==> src/rtl/mlbc_pkg.sv <==
`default_nettype none
// ----------------------------------------------------------------------------
// mlbc_pkg
// Shared types and codes for the multi-LED blink controller.
// ----------------------------------------------------------------------------
package mlbc_pkg;

    localparam int KIND_W  = 3;
    localparam int INDEX_W = 2;
    localparam int COUNT_W = 8;
    localparam int FIELD_PERIOD_W = 16;
    localparam int TOGGLES_W = COUNT_W + 1;
    localparam int SHOWN_LEDS = 4;

    typedef enum logic [KIND_W-1:0] {
        KIND_TICK   = 3'd0,
        KIND_ON     = 3'd1,
        KIND_OFF    = 3'd2,
        KIND_TOGGLE = 3'd3,
        KIND_BLINK  = 3'd4
    } kind_t;

    // What one LED channel is told to do for the word in flight.
    typedef struct packed {
        logic                tick;
        logic                sel;
        kind_t               op;
        logic [COUNT_W-1:0]  count;
    } led_cmd_t;

endpackage : mlbc_pkg
`default_nettype wire

==> src/rtl/mlbc_led.sv <==
`default_nettype none
// ----------------------------------------------------------------------------
// mlbc_led
// State and update logic of one LED: level, blink period, timer and the
// number of toggles still to go.
// ----------------------------------------------------------------------------
module mlbc_led
    import mlbc_pkg::*;
#(
    parameter int PERIOD_BITS = 16
)
(
    input  wire logic                   clk,
    input  wire logic                   rst_n,
    input  wire logic                   advance,
    input  wire led_cmd_t               cmd,
    input  wire logic [PERIOD_BITS-1:0] period,
    output logic                        lit_next,
    output logic                        blinking_next
);

    logic                   lit_reg;
    logic [PERIOD_BITS-1:0] period_reg, period_next;
    logic [TOGGLES_W-1:0]   toggles_reg, toggles_next;
    logic                   endless_reg, endless_next;
    logic [PERIOD_BITS-1:0] elapsed_reg, elapsed_next;
    logic [PERIOD_BITS-1:0] elapsed_inc;
    logic [TOGGLES_W-1:0]   toggles_dec;

    assign elapsed_inc = elapsed_reg + {{(PERIOD_BITS-1){1'b0}}, 1'b1};
    assign toggles_dec = toggles_reg - {{(TOGGLES_W-1){1'b0}}, 1'b1};

    always_comb
    begin
        lit_next     = lit_reg;
        period_next  = period_reg;
        toggles_next = toggles_reg;
        endless_next = endless_reg;
        elapsed_next = elapsed_reg;
        if (cmd.tick)
        begin
            if (period_reg != '0)
            begin
                if (elapsed_inc >= period_reg)
                begin
                    lit_next     = ~lit_reg;
                    elapsed_next = '0;
                    if (!endless_reg)
                    begin
                        toggles_next = toggles_dec;
                        if (toggles_dec == '0)
                        begin
                            // The final toggle of a counted sequence ends it.
                            period_next  = '0;
                            endless_next = 1'b0;
                        end
                    end
                end
                else
                begin
                    elapsed_next = elapsed_inc;
                end
            end
        end
        else if (cmd.sel)
        begin
            // Every command cancels a running blink sequence first.
            period_next  = '0;
            toggles_next = '0;
            endless_next = 1'b0;
            elapsed_next = '0;
            case (cmd.op)
                KIND_ON:     lit_next = 1'b1;
                KIND_OFF:    lit_next = 1'b0;
                KIND_TOGGLE: lit_next = ~lit_reg;
                KIND_BLINK:
                begin
                    lit_next = 1'b1;
                    if (period != '0)
                    begin
                        period_next  = period;
                        endless_next = (cmd.count == '0);
                        toggles_next = (cmd.count == '0) ? '0
                                     : {cmd.count, 1'b0} - {{(TOGGLES_W-1){1'b0}}, 1'b1};
                    end
                end
                default:     lit_next = lit_reg;
            endcase
        end
    end

    assign blinking_next = (period_next != '0);

    always_ff @(posedge clk or negedge rst_n)
    begin
        if (!rst_n)
        begin
            lit_reg     <= 1'b0;
            period_reg  <= '0;
            toggles_reg <= '0;
            endless_reg <= 1'b0;
            elapsed_reg <= '0;
        end
        else if (advance)
        begin
            lit_reg     <= lit_next;
            period_reg  <= period_next;
            toggles_reg <= toggles_next;
            endless_reg <= endless_next;
            elapsed_reg <= elapsed_next;
        end
    end

endmodule : mlbc_led
`default_nettype wire

==> src/rtl/multi_led_blink_controller.sv <==
`default_nettype none
// An accepted word passes through the input register, then the result register.
// Throughput: one word per cycle while the result side does not stall; every LED channel updates in parallel.
// A stall on the result side holds the result register and reaches the input
// side in the same cycle once the input register is full.
// Reset: all LEDs off, no blink sequences, both pipeline registers empty.
// ----------------------------------------------------------------------------
// multi_led_blink_controller
// Ticks and on/off/toggle/blink commands for a bank of LEDs; returns the lit
// mask, active-low pin levels and blinking mask after each word.
// ----------------------------------------------------------------------------
module multi_led_blink_controller
    import mlbc_pkg::*;
#(
    parameter int NUM_LEDS    = 4,
    parameter int PERIOD_BITS = 16
)
(
    input  wire logic                      clk,
    input  wire logic                      rst_n,
    input  wire logic                      item_valid,
    output logic                           item_stall,
    input  wire logic [KIND_W-1:0]         kind,
    input  wire logic [INDEX_W-1:0]        led_index,
    input  wire logic [COUNT_W-1:0]        blink_count,
    input  wire logic [FIELD_PERIOD_W-1:0] blink_period,
    output logic                           result_valid,
    input  wire logic                      result_stall,
    output logic [SHOWN_LEDS-1:0]          led_on,
    output logic [SHOWN_LEDS-1:0]          pin_level,
    output logic [SHOWN_LEDS-1:0]          blinking
);

    logic                   s1_valid_reg;
    logic [KIND_W-1:0]      kind_reg;
    logic [INDEX_W-1:0]     index_reg;
    logic [COUNT_W-1:0]     count_reg;
    logic [PERIOD_BITS-1:0] period_reg;
    logic [PERIOD_BITS-1:0] period_in;
    logic                   result_valid_reg;
    logic [SHOWN_LEDS-1:0]  led_on_reg;
    logic [SHOWN_LEDS-1:0]  blinking_reg;
    logic                   advance;
    logic                   accept;
    logic                   is_tick;
    logic                   is_cmd;
    logic [NUM_LEDS-1:0]    lit_vec;
    logic [NUM_LEDS-1:0]    blink_vec;
    logic [SHOWN_LEDS-1:0]  led_on_next;
    logic [SHOWN_LEDS-1:0]  blinking_next;

    generate
        if (PERIOD_BITS <= FIELD_PERIOD_W)
        begin : g_period_trunc
            assign period_in = blink_period[PERIOD_BITS-1:0];
        end
        else
        begin : g_period_ext
            assign period_in = {{(PERIOD_BITS-FIELD_PERIOD_W){1'b0}}, blink_period};
        end
    endgenerate

    assign advance    = s1_valid_reg && (!result_valid_reg || !result_stall);
    assign item_stall = s1_valid_reg && !advance;
    assign accept     = item_valid && !item_stall;

    always_ff @(posedge clk or negedge rst_n)
    begin
        if (!rst_n)
        begin
            s1_valid_reg <= 1'b0;
        end
        else if (accept)
        begin
            s1_valid_reg <= 1'b1;
        end
        else if (advance)
        begin
            s1_valid_reg <= 1'b0;
        end
    end

    always_ff @(posedge clk)
    begin
        if (accept)
        begin
            kind_reg   <= kind;
            index_reg  <= led_index;
            count_reg  <= blink_count;
            period_reg <= period_in;
        end
    end

    assign is_tick = (kind_t'(kind_reg) == KIND_TICK);
    // Unused kinds and LEDs beyond the bank leave every channel untouched.
    assign is_cmd  = (kind_reg inside {KIND_ON, KIND_OFF, KIND_TOGGLE, KIND_BLINK})
                     && (32'(index_reg) < NUM_LEDS);

    genvar i;
    generate
        for (i = 0; i < NUM_LEDS; i++)
        begin : g_led
            led_cmd_t cmd;
            assign cmd = '{tick:  advance && is_tick,
                           sel:   advance && is_cmd && (32'(index_reg) == i),
                           op:    kind_t'(kind_reg),
                           count: count_reg};

            mlbc_led #(
                .PERIOD_BITS (PERIOD_BITS)
            ) u_led (
                .clk           (clk),
                .rst_n         (rst_n),
                .advance       (advance),
                .cmd           (cmd),
                .period        (period_reg),
                .lit_next      (lit_vec[i]),
                .blinking_next (blink_vec[i])
            );
        end

        for (i = 0; i < SHOWN_LEDS; i++)
        begin : g_show
            if (i < NUM_LEDS)
            begin : g_present
                assign led_on_next[i]   = lit_vec[i];
                assign blinking_next[i] = blink_vec[i];
            end
            else
            begin : g_absent
                assign led_on_next[i]   = 1'b0;
                assign blinking_next[i] = 1'b0;
            end
        end
    endgenerate

    always_ff @(posedge clk or negedge rst_n)
    begin
        if (!rst_n)
        begin
            result_valid_reg <= 1'b0;
        end
        else if (advance)
        begin
            result_valid_reg <= 1'b1;
        end
        else if (!result_stall)
        begin
            result_valid_reg <= 1'b0;
        end
    end

    always_ff @(posedge clk)
    begin
        if (advance)
        begin
            led_on_reg   <= led_on_next;
            blinking_reg <= blinking_next;
        end
    end

    assign result_valid = result_valid_reg;
    assign led_on       = led_on_reg;
    assign pin_level    = ~led_on_reg;
    assign blinking     = blinking_reg;

    // The input side only waits while both registers hold a word.
    a_stall_full: assert property (@(posedge clk) disable iff (!rst_n)
        item_stall |-> (s1_valid_reg && result_valid_reg))
        else $error("input stalled with a free pipeline slot");

    // A word leaving the input register always lands in the result register.
    a_advance_fills: assert property (@(posedge clk) disable iff (!rst_n)
        advance |=> result_valid_reg)
        else $error("advanced word did not reach the result register");

    // Results held under stall keep their values.
    a_result_hold: assert property (@(posedge clk) disable iff (!rst_n)
        (result_valid_reg && result_stall) |=> ($stable(led_on_reg) && $stable(blinking_reg)))
        else $error("stalled result changed");

endmodule : multi_led_blink_controller
`default_nettype wire

==> config.mk <==
export PLATFORM = sky130hd
export DESIGN_NAME = multi_led_blink_controller
export DESIGN_NICKNAME = d
export VERILOG_FILES = /design/src/rtl/mlbc_pkg.sv /design/src/rtl/mlbc_led.sv /design/src/rtl/multi_led_blink_controller.sv
export SDC_FILE = /design/constraint.sdc
export NUM_CORES = 1
export LEC_CHECK = 0
export BUFFER_PORTS_ARGS = -buffer_cell sky130_fd_sc_hd__buf_2
export CAP_MARGIN = 25
export CELL_PAD_IN_SITES_DETAIL_PLACEMENT = 1
export CELL_PAD_IN_SITES_GLOBAL_PLACEMENT = 2
export CORE_AREA = 2 2 155 188
export DETAILED_ROUTE_END_ITERATION = 8
export DIE_AREA = 0 0 157 190
export GPL_TIMING_DRIVEN = 0
export HOLD_SLACK_MARGIN = 0.1
export PLACE_DENSITY = 0.93
export SLEW_MARGIN = 40
export SYNTH_ARGS = -nofsm -noshare
export SYNTH_HDL_FRONTEND = slang
export SYNTH_SLANG_ARGS = --single-unit
==> constraint.sdc <==
create_clock -name clk -period 7.4 [get_ports clk]
set_input_delay 1.48 -clock clk [delete_from_list [all_inputs] [get_ports clk]]
set_output_delay 1.48 -clock clk [all_outputs]
set_load 0.02 [all_outputs]
Word level (Yosys, flattened, before mapping)
Index checks and enable logic that the tools add are counted.
W data, S select, Z words.
- bits in registers: 211
- bits in latches: 0
- RAM bits: 0
- bits in read-only memories: 0
- input port bits: 33
- output and inout bits: 14
- word-level logic and storage cells: 226
- memories: 0
- add/subtract/negate cells: 9
- $mul: 0
- div/mod/pow operators: 0
- magnitude comparators: 4
- eq/ne operators: 20
- shift operators: 0
- mux-type cells: 111
- bitwise operators: 5
- reductions and logical operators: 49
- operators with widths (kind ; number):
    $mux W16 ; 42
    $mux W9 ; 23
    $reduce_bool A16 Y1 ; 9
    $add A16 B1 Y16 const B ; 4
    $ge A16 B16 Y1 ; 4
    $sub A9 B1 Y9 const B ; 5
    $mux W1 ; 42
    $logic_not A9 Y1 ; 4
    $reduce_and A5 Y1 ; 4
    $ne A2 B1 Y1 const B ; 9
    $reduce_and A4 Y1 ; 4
    $pmux W1 S3 ; 4
    $reduce_and A3 Y1 ; 4
    $reduce_bool A2 Y1 ; 5
    $logic_and A1 B1 Y1 ; 9
    $logic_not A8 Y1 ; 1
    $ne A2 B2 Y1 const B ; 4
    $eq A3 B2 Y1 const B ; 2
    $eq A2 B2 Y1 const B ; 2
    $logic_not A1 Y1 ; 4
    $not A1 Y1 ; 4
    $not A4 Y4 ; 1
    $reduce_bool A4 Y1 ; 1
    $eq A3 B1 Y1 const B ; 1
    6 further kinds ; 6

Logic depth before layout (Yosys ltp)
- depth after elaboration: 8
- mapped depth: 17

By module
Synthesis repeated with hierarchy kept, for this count alone.
- cells, all modules: 1450
- area, all modules: 13593.0 µm²
- by module, submodules not included (module ; instances ; cells each ; area an instance (µm²) ; seq. area each (µm²)):
    mlbc_led (g_led[1].u_led ...) ; 2 ; 352 ; 3085.5 ; 1076.0
    mlbc_led (g_led[3].u_led) ; 1 ; 350 ; 3093.0 ; 1076.0
    mlbc_led (g_led[0].u_led) ; 1 ; 335 ; 3025.4 ; 1076.0
    multi_led_blink_controller ; 1 ; 61 ; 1303.8 ; 1161.1

Least setup slack after synthesis
No wires, ideal clock.
- path kind: flip-flop to flip-flop
- start point: reg g_led[0].u_led.elapsed_reg[0]
- end point: reg blinking_reg[0], in the netlist blinking[0] (data pin)
- setup time: 254 ps
- data arrival time: 3480 ps
- required time: 7146 ps
- slack: 3666 ps
- stages on the path, launching flop included: 17
- path buffers: 2
- period minus slack after synthesis: 3734 ps
- cell sequence: dfrtp_1 ha_1 and3_1 and3_1 and3_1 and3_1 clkbuf_1 xor2_1 ha_1 and4_1 o211a_1 a221oi_2 o21ai_2 nor2b_1 a31oi_4 buf_4 a21o_1
- cells in the longest elaborated chain, start to end: 6
- RTL lines (what ; line ; text):
    start, declared ; mlbc_led.sv:26 ; logic [PERIOD_BITS-1:0] elapsed_reg, elapsed_next;
    start signal, assigned ; mlbc_led.sv:110 ; elapsed_reg <= elapsed_next;
    $add A16 B1 Y16 ; mlbc_led.sv:30 ; assign elapsed_inc = elapsed_reg + {{(PERIOD_BITS-1){1'b0}}, 1'b1};
    $ge A16 B16 Y1 ; mlbc_led.sv:44 ; if (elapsed_inc >= period_reg)
    $mux W16 ; mlbc_led.sv:44 ;
    $mux W16 ; mlbc_led.sv:42 ; if (period_reg != '0)
    $mux W16 ; mlbc_led.sv:40 ; if (cmd.tick)
    $reduce_bool A16 Y1 ; mlbc_led.sv:92 ; assign blinking_next = (period_next != '0);
    named net g_led[0].u_led.blinking_next ; mlbc_led.sv:19 ; output logic blinking_next
    end signal, assigned ; multi_led_blink_controller.sv:158 ; blinking_reg <= blinking_next;
    end, declared ; multi_led_blink_controller.sv:42 ; logic [SHOWN_LEDS-1:0] blinking_reg;
The timed path passes the listed nets, and every way through them passes these cells.
A chain may end at the register's enable or synchronous reset.

Worst setup path in the final report
- start point: reg g_led[2].u_led.elapsed_reg[0]
- end point: reg g_led[2].u_led.toggles_reg[1]
- cells in the longest elaborated chain, start to end: 4
- RTL lines (what ; line ; text):
    start, declared ; mlbc_led.sv:26 ;
    start signal, assigned ; mlbc_led.sv:110 ;
    $add A16 B1 Y16 ; mlbc_led.sv:30 ;
    $ge A16 B16 Y1 ; mlbc_led.sv:44 ;
    $ne A2 B1 Y1 (no line) ; -- ;
    $reduce_and A5 Y1 (no line) ; -- ;
    end signal, assigned ; mlbc_led.sv:108 ; toggles_reg <= toggles_next;
    end, declared ; mlbc_led.sv:24 ; logic [TOGGLES_W-1:0] toggles_reg, toggles_next;
No other way between the ends.

==> metrics.md <==
| Metric | Value |
|---|---|
| Final worst slack | 2.84 ns |
| Synth Register Bits | 211 |
| Yosys warnings | 0 |
| Core area | 28,200 um2 |
| GRT overflow | 0 |
| Die ar. | 29,800 um2 |
| H-Tree Depth | 1 |
| FILL cells | 3,193 |
| TritonCTS buffer count | 25 |
| Die height | 190 um |
| CP bufs+invs | 2 |
| Hold endpoint | result_valid |
| P&R area growth vs syn | 13.2% |
| Hold/Removal Path Class | reg -> reg |
| Layout Cells excl Fill | 1,701 |
| Hold Fails Final Rpt | 0 |
| Mapped Area | 12,200 um2 |
| Pleak | 0.00610 uW |
| Initial Util | 0.432 |
| Port Buf Inserts | 46 |
| Die width | 157 um |
| Initial DRT Pass Iterations | 4 |
| Reg2reg path depth | 16 |
| Synth cell types | 84 |
| CTS Buffer Depth | 3 |
| # IOs | 47 |
| Num Clock Sinks | 211 |
| Slew @ Worst Pin | 0.871 ns |
| Routed Antenna Nets | 0 |
| RD Place Congestion | 0.853 |
| Asr flop ratio synth | 0.825 |
| Antenna diode count | 0 |
| Power Dens Cells | 255 nW/um2 |
| Hold bufs inserted after CTS | 0 |
| Worst setup SP type | flop |
| Drt total wl | 35,400 um |
| Final setup vio count | 0 |
| EDFF count, synth | 37 |
| Setup bufs post-CTS | 0 |
| Worst R2R End | g_led[2].u_led.toggles_reg[1] |
| Mean area per synthesized cell | 9.94 um2 |
| Worst skew pair latency | 0.52 ns |
| Slowest cell delay on critical path | 0.60 ns |
| CP max FO | 8 |
| Post-cts sizing count | 0 |
| Hold Path Origin | s1_valid_reg |
| MaxCap Viol Count | 0 |
| Initial antenna violation count | 0 |
| Worst r2r src | g_led[2].u_led.elapsed_reg[0] |
| Share of cells above drive strength 1 | 0.114 |
| CTS tree | done |
| Largest net degree at the start of global routing | 73 |
| Clk root buf | clkbuf_16 |
| Final routed DRC violation total | 0 |
| Vias in the first global route | 10.7k |
| Routed vias | 9,964 |
| Final nets | 1,410 |
| Post-DP HPWL | 26,000 um |
| Outcome | complete, no violations |
| First-pass GRT wire length | 56,800 um |
| RSZ-0062 raised after global routing | false |
| Worst vdd rail ir drop | 0.000172 V |
| Reg clk slew, reported paths | 0.06 ns |
| WS Path Type | reg -> reg |
| Syn Inst Count | 1,224 |
| Iteration-0 DRC Markers | 605 |
| Cells along the critical path | ha_1 > nand3_1 > nor2_1 > and3_1 > clkbuf_1 > and3_1 > nand3_1 > xnor2_1 > ha_1 > nand4_1 > inv_1 > a221oi_1 > nand2_1 > nand2_2 > nand2_1 > mux2_2 |
| Worst R2R Setup Slack | 2.84 ns |
| Setup WS pre-CTS | 2.87 ns |
| Final Cycle Share | 0.616 |
| Highest clock rate | 0.219 GHz |
| Tmin final | 4.56 ns |
| Row count | 68 |
| CP max-delay cell | a221oi_1 |
| WL/cell | 20.8 um |
| Worst path required time | 7.80 ns |
| Setup TNS | 0 ns |
| Worst hold stages | 1 |
| Crit path capture type | flop |
| Register area share after synthesis | 0.449 |
| CP Data Arrival Time | 4.97 ns |
| Crit-path leading delay family | simple AND/OR/NAND/NOR gates |
| Cells after DPL | 1,657 |
| Vias per cell | 5.86 |
| GRT Total Usage | 0.240 |
| Top_reg_cell synth | dfrtp_1 |
| Overall power | 3510 uW |
| Max_slew headroom | 0.412 |
| Skew final | 0.0126 ns |
| Fin. max-slew vios | 0 |
| Post-synthesis net count | 1,335 |
[power breakdown]
part	switching (uW)	total (uW)	internal [uW]
clock	500	1250	749
combinational	502	822	320
sequential	136	1440	1310
total	1140	3510	2380
[per-stage QoR]
| step | hold WS [ns] | area [um2] | util |
|---|---|---|---|
| floorplan | 0.452 | 12200 | - |
| CTS | 0.497 | 13800 | 0.489 |
| detailed placement | 0.483 | 13000 | 0.460 |
| finish | 0.484 | 13800 | 0.489 |
| global placement | 0.454 | 12900 | 0.457 |
| global route | 0.531 | 13800 | 0.489 |
[how the worst max path moves through the flow]
stage / start / to / cells after the start
floorplan: g_led[0].u_led.elapsed_reg[0] / blinking[0] / 16
detailed placement: g_led[2].u_led.elapsed_reg[0] / g_led[2].u_led.toggles_reg[1] / 16
finish: g_led[2].u_led.elapsed_reg[0] / g_led[2].u_led.toggles_reg[1] / 16
global route: g_led[2].u_led.elapsed_reg[0] / g_led[2].u_led.toggles_reg[1] / 16
CTS: g_led[2].u_led.elapsed_reg[0] / g_led[2].u_led.toggles_reg[1] / 16
global placement: rst_n / g_led[1].u_led.elapsed_reg[15] / 1
[synth_stat cells, types with 7 or more instances]
| cell type | count | area share |
|---|---|---|
| a21o_1 | 15 | 0.0093 |
| a21oi_1 | 44 | 0.018 |
| a22o_1 | 62 | 0.045 |
| a31oi_1 | 11 | 0.0057 |
| a32o_1 | 13 | 0.011 |
| and2_1 | 16 | 0.0082 |
| and3_1 | 16 | 0.0082 |
| and4_1 | 7 | 0.0050 |
| buf_2 | 9 | 0.0037 |
| clkbuf_1 | 34 | 0.010 |
| dfrtp_1 | 174 | 0.36 |
| edfxtp_1 | 37 | 0.091 |
| ha_1 | 78 | 0.080 |
| inv_1 | 87 | 0.027 |
| mux2_2 | 15 | 0.014 |
| nand2_1 | 107 | 0.033 |
| nand2b_1 | 12 | 0.0062 |
| nand3_1 | 44 | 0.018 |
| nand4_1 | 24 | 0.012 |
| nor2_1 | 66 | 0.020 |
| nor3_1 | 21 | 0.0086 |
| nor4_1 | 27 | 0.014 |
| o211ai_1 | 9 | 0.0056 |
| o21a_1 | 8 | 0.0049 |
| o21ai_0 | 60 | 0.025 |
| o21ai_1 | 8 | 0.0033 |
| o22ai_1 | 13 | 0.0067 |
| o2bb2ai_1 | 12 | 0.0086 |
| or2_2 | 8 | 0.0041 |
| or3_1 | 16 | 0.0082 |
| xnor2_1 | 35 | 0.025 |
| xor2_1 | 33 | 0.024 |
[layer usage]
layer	vias to the layer above	track usage	wire, um
met5	-	0	0
met3	79	0.0253	1030
li1	4653	-	-
met1	5049	0.313	15700
met4	0	0.0928	1410
met2	183	0.411	17200
[placed cells by master, fill, tap and decap left out, types with 8 or more instances in the layout]
cell       count
a22o_1        62
clkbuf_16     25
edfxtp_1      37
o21ai_0       60
o21a_1         8
xnor2_1       35
a31oi_1       11
o2bb2ai_1     12
o21ai_1        8
and3_1        16
buf_2         54
xor2_1        33
inv_1         87
nand4_1       24
nand2b_1      12
o211ai_1       9
a32o_1        13
and2_1        15
nand3_1       44
clkbuf_1      40
nor3_1        20
a21o_1        15
nor2_1        66
a21oi_1       44
nor4_1        26
ha_1          78
mux2_2        15
o22ai_1       13
nand2_1      107
or2_2          8
or3_1         16
dfrtp_1      174
[worst reg2reg max path, delay by kind of cell, from the launching register on]
family / cells / cell delay (ns)
AND/OR/NAND/NOR: 9 / 1.97
AO/OA/AOI/OAI: 1 / 0.60
adder cells (fa/ha/maj): 2 / 0.57
flip-flops: 1 / 0.45
multiplexers: 1 / 0.38
buffers and inverters: 2 / 0.29
XOR/XNOR: 1 / 0.21
[cells by family (layout without fill, tap and decap cells)]
| logic type | count (synthesis) | count (layout) | share of synthesized area |
|---|---|---|---|
| multiplexers | 15 | 15 | 0.0139 |
| AO/OA/AOI/OAI | 318 | 318 | 0.191 |
| buffers and inverters | 135 | 227 | 0.0442 |
| AND/OR/NAND/NOR | 399 | 399 | 0.172 |
| XOR/XNOR | 68 | 68 | 0.0489 |
| adder cells (fa/ha/maj) | 78 | 78 | 0.0802 |
| flip-flops | 211 | 211 | 0.449 |
[area by class of cell]
type	instances	area, um2	share of cell area
Clock buffer	37	731	0.0530
Sequential cell	211	5470	0.397
Buffer	48	211	0.0153
Tap cell	385	482	0.0350
Multi-Input combinational cell	878	6180	0.448
Clock inverter	7	88.8	0.00645
Inverter	87	327	0.0237
Timing Repair Buffer	48	295	0.0214
(Power assumes the default switching activity.)
